===== src/rtl/core/ring_scratch_allocator_assert.svh =====
// assertion macros for the ring scratch allocator
// used by files that take clk_i and rst_ni as their clock and reset
`ifndef RING_SCRATCH_ALLOCATOR_ASSERT_SVH
`define RING_SCRATCH_ALLOCATOR_ASSERT_SVH

// condition holds at every edge out of reset
`define RSA_ASSERT_HOLDS(lbl, cond, msg) \
  lbl: assert property (@(posedge clk_i) disable iff (!rst_ni) (cond)) else $error(msg);

// condition holds in the same cycle as the trigger
`define RSA_ASSERT_IMPL(lbl, trig, cond, msg) \
  lbl: assert property (@(posedge clk_i) disable iff (!rst_ni) (trig) |-> (cond)) else $error(msg);

// condition holds in the cycle after the trigger
`define RSA_ASSERT_NEXT(lbl, trig, cond, msg) \
  lbl: assert property (@(posedge clk_i) disable iff (!rst_ni) (trig) |=> (cond)) else $error(msg);

`endif


===== src/rtl/core/rsa_pkg.sv =====
// shared types and constants for the ring scratch allocator
// no dependencies
package rsa_pkg;

  localparam int RING_WORDS_DEF = 1024;
  localparam int ALU_W          = 32;

  typedef logic [ALU_W-1:0] word_t;

  localparam word_t PAD_WORD = 32'hFFFF_FFFF;

  // one operation of the shared adder
  typedef struct packed {
    word_t a;
    word_t b;
    logic  sub;
  } alu_req_t;

  typedef enum logic {
    OP_ALLOC = 1'b0,
    OP_FREE  = 1'b1
  } opcode_e;

  typedef enum logic [1:0] {
    ST_RING     = 2'd0,
    ST_BACKING  = 2'd1,
    ST_NULL     = 2'd2,
    ST_FREE_FWD = 2'd3
  } status_e;

endpackage


===== src/rtl/core/rsa_alu.sv =====
// shared add / subtract unit of the ring scratch allocator
// depends on rsa_pkg
module rsa_alu (
  input  rsa_pkg::alu_req_t req_i,
  output rsa_pkg::word_t    sum_o,
  output logic              ge_o    // a >= b, meaningful for subtract
);

  logic [rsa_pkg::ALU_W:0] full;
  rsa_pkg::word_t          b_op;

  always_comb begin
    b_op  = req_i.sub ? ~req_i.b : req_i.b;
    full  = {1'b0, req_i.a} + {1'b0, b_op} + {{rsa_pkg::ALU_W{1'b0}}, req_i.sub};
    sum_o = full[rsa_pkg::ALU_W-1:0];
    ge_o  = full[rsa_pkg::ALU_W] & req_i.sub;
  end

endmodule


===== config.mk =====
export PLATFORM = sky130hd
export DESIGN_NAME = rsa_alu
export DESIGN_NICKNAME = d
export VERILOG_FILES = /design/src/rtl/core/ring_scratch_allocator_assert.svh /design/src/rtl/core/rsa_pkg.sv /design/src/rtl/core/rsa_alu.sv
export SDC_FILE = /design/constraint.sdc
export NUM_CORES = 1
export LEC_CHECK = 0
export ABC_CLOCK_PERIOD_IN_PS = 4410
export BUFFER_PORTS_ARGS = -buffer_cell sky130_fd_sc_hd__buf_2
export CAP_MARGIN = 15
export CORE_UTILIZATION = 30
export DETAILED_ROUTE_END_ITERATION = 10
export PLACE_DENSITY = 0.57
export SETUP_SLACK_MARGIN = 0.5
export SYNTH_ARGS = -nofsm -noshare
export SYNTH_HDL_FRONTEND = slang
export SYNTH_SLANG_ARGS = --single-unit

===== constraint.sdc =====
create_clock -name vclk -period 4.41
set_input_delay 0.2205 -clock vclk [all_inputs]
set_output_delay 0.2205 -clock vclk [all_outputs]
set_load 0.02 [all_outputs]

After elaboration in Yosys (flattened, before gate mapping)
Cells that the tools add are included.
- bits of input ports: 65
- bits in registers: 0
- output and inout port bits: 33
- add/sub/neg operators: 2
- muxes and demuxes: 1
- bitwise operators: 2
- operators with widths (kind ; number):
    32-bit by 32-bit adder with 33-bit output ; 1
    33-bit by 1-bit adder with 33-bit output ; 1
    32-bit two-way mux ; 1
    32-bit inverter ; 1
    1-bit AND ; 1

Depth between registers and ports, before layout
- depth in word-level cells: 5
- depth in mapped cells: 11

Worst setup path before layout
Ideal clock, no wire load.
- path kind: input-to-output
- from: input port req_i[0] (netlist bit)
- to: output port sum_o[22]
- cell stages on the path: 10
- data arrival time: 2.876 ns
- data required time: 4.189 ns
- path slack: 1.313 ns
- path through: buf_4 > buf_1 > xor2_1 > ha_1 > buf_2 > a21oi_1 > nand2_1 > a221oi_1 > nand2_1 > a311oi_1
- cells in the longest elaborated chain, start to end: 3
- ends and longest elaborated chain (element ; RTL line ; source):
    from (decl) ; rsa_alu.sv:4 ; input rsa_pkg::alu_req_t req_i,
    32-bit two-way mux ; rsa_alu.sv:13 ; b_op = req_i.sub ? ~req_i.b : req_i.b;
    32-bit by 32-bit adder with 33-bit output ; rsa_alu.sv:14 ; full = {1'b0, req_i.a} + {1'b0, b_op} + {{rsa_pkg::ALU_W{1'b0}}, req_i.sub};
    33-bit by 1-bit adder with 33-bit output * ; rsa_alu.sv:14 ;
    to (decl) ; rsa_alu.sv:5 ; output rsa_pkg::word_t sum_o,
Mark *: on every way between the ends. The rest lies on a longest branch, timed or not.

Final worst setup path
Same ends and word-level chain as after synthesis.

==> metrics.txt <==
status=completed; IO Count=98; GRT overflow=0; Combinational Power Share=100.0%; Net Sw Frac=a little over three fifths; TritonRoute pass-1 iters=4; fraction of layout cells with a size suffix above 1=28.5%; GRT Util Overall=16.5%; relative slew slack=58.8%; period utilization=around four fifths; drt first-iter violations=129; worst hold path class=input pin to primary output; antenna-violating nets left=0; Unique masters post-synth=55; setup bufs post-CTS=0; WP data arrival=3.24 ns; Power per Cell Area=266 nW/µm²; unrepaired setup endpoints after global routing=false; Hold Path Stages=3; vias in the first global route=2,447; Die Wd=89.2 µm; Synth Area in Compound Gates=33.2%; XOR/XNOR Fraction of Synth Area=22.2%; post-synthesis mux area share=under 10%; area grow syn2layout=24.2%; Synth area leader=ha_1; Slowest cell on crit path=a221oi_1; Starting Density=between 30% and 40%; Final GP Congestion=0.854; Post-CTS Hold Buffers=0; die area=about 8000 µm²; total power=0.754 mW; synth warn=0; via count=2,641; FF/Latch Area=0 µm²; critical-path maximum fanout=19; Critical Path Stages=10; first-pass GRT wire length=10,800 µm; main combinational cell family by area after synthesis=compound AO/OA/AOI/OAI gates; final-report hold violation count=0; drt drc=0; setup violators final=0; die height=89.2 µm; VDD IR-drop max=0.000110 V; diode count=0; clkbuf count=0; Crit path max-delay family=compound AO/OA/AOI/OAI gates; setup_tns=0 ns; total of max-cap violations=0; post-synthesis cell count=323; placed cells=506; Post-Synth Simple-Gate Area=20.2%; crit path buf inv count=3; top cells by area, synth=ha_1 17%, xor2_1 16%, a21oi_1 7.5%; Core Footprint=7290 µm²; DR WL/cell=13.5 µm; clock group share of total power=0%; Max stage delay on crit path=roughly 0.6 ns; number of port buffers=98; Slew @ Worst Pin=0.619 ns; Synth Area in Adders=around 18%; post_cts resized=0; non-filler cells, final=506; fmax=289 MHz; internal power=0.281 mW; Tmin final=3.46 ns; num rows=31; Layout Nets=around 510; Critical Path, Cell by Cell=buf_2 > buf_4 > xor2_1 > ha_1 > a21oi_1 > nand2_1 > a221oi_1 > nand2_1 > a311oi_1 > buf_2; syn nets=420; largest net degree at the start of global routing=20; post-DP HPWL=5800 µm; crit path launch type=input pin; Seq/Total Area, Yosys=0%; initial antenna violation count=0; synthesized area=2280 µm²; Critical Path End Type=primary output; synth cell count leaders=41 x xor2_1, 34 x a21oi_1, 31 x ha_1, 31 x nand2_1, 23 x nor2_1; post-DR vias/cell=5.22; cell leakage power=1.32 nW; Psw=about 0.47 mW; wirelength, routed=6850 µm; most numerous cell in the Yosys netlist=xor2_1; Sequential Power Share=0%; Pins Over Slew Limit=0; CP Class=input pin to primary output; count of flip-flops and latches=0; worst hold margin=slightly below 0.8 ns; synthesized area per cell=7.07 µm²; CP required=about 4.2 ns; Synth top area share=17.0%
area by class of cell:
class / count / area, µm²
fillers: 816 / 4460
well taps: 99 / 124
inverters: 10 / 37.5
multi-input cells: 297 / 2170
repair buffers: 100 / 505
cell families (layout without fill, tap and decap cells):
logic type                 count (synthesis)  count (layout)
AOI/OAI and AO/OA                        108             108
xor gates and xnor gates                  58              58
adders and majority gates                 32              32
buffers and inverters                     26             110
muxes                                      2               2
and+or+nand+nor                           97              97
per-stage QoR:
stage	util [%]	cell area (µm²)	setup WS (ns)
after floorplan	-	2280	1.31
after global placement	38.9	2840	1.07
after detailed placement	38.9	2840	0.977
after CTS	38.9	2840	0.972
after global routing	38.9	2840	0.589
final	38.9	2840	0.954
final timing paths:
| kind | slack, ns | from | end |
|---|---|---|---|
| max | 0.95 | req_i[0] | sum_o[22] |
| min | 0.77 | req_i[33] | sum_o[0] |
power by group through the flow:
stage               Combinational (mW)  Clock [mW]  Sequential, mW
finish                           0.754           0               0
global route                     0.828           0               0
CTS                              0.754           0               0
detailed placement               0.749           0               0
global placement                 0.750           0               0
floorplan                        0.542           0               0
routing by layer:
metal / track usage [%] / share of wire, % / wire length [µm] / vias up
met5: 0 / 0 / 0 / -
met1: 22.8 / 48 / 3280 / 1169
met2: 28.9 / 45 / 3060 / 107
li1: - / - / - / 1357
met4: 2.02 / 1.2 / 80 / 0
met3: 1.11 / 6.2 / 428 / 8
cell usage in the layout (no fill, tap or decap), types with 2 or more instances in the layout:
master | netlist | final
nor2_1 | 23 | 23
nand2_1 | 31 | 31
o21ai_2 | 2 | 2
or3_1 | 4 | 4
buf_4 | 1 | 2
o21ai_1 | 2 | 2
a21o_1 | 7 | 7
a31oi_1 | 4 | 4
nand2b_1 | 4 | 4
nand2_2 | 2 | 2
o21a_1 | 2 | 2
xor2_1 | 41 | 41
inv_1 | 10 | 10
buf_2 | 5 | 98
xnor2_1 | 17 | 17
a21oi_1 | 34 | 34
a311oi_1 | 2 | 2
o31ai_1 | 3 | 3
nor2b_1 | 2 | 2
a221oi_1 | 2 | 2
nor3_1 | 11 | 11
o211ai_1 | 5 | 5
o21ai_0 | 21 | 21
o21bai_1 | 3 | 3
ha_1 | 31 | 31
nand3_1 | 8 | 8
nand4_1 | 8 | 8
a221oi_2 | 2 | 2
a211oi_1 | 3 | 3
Note: power is estimated with default switching activity, not from simulation.
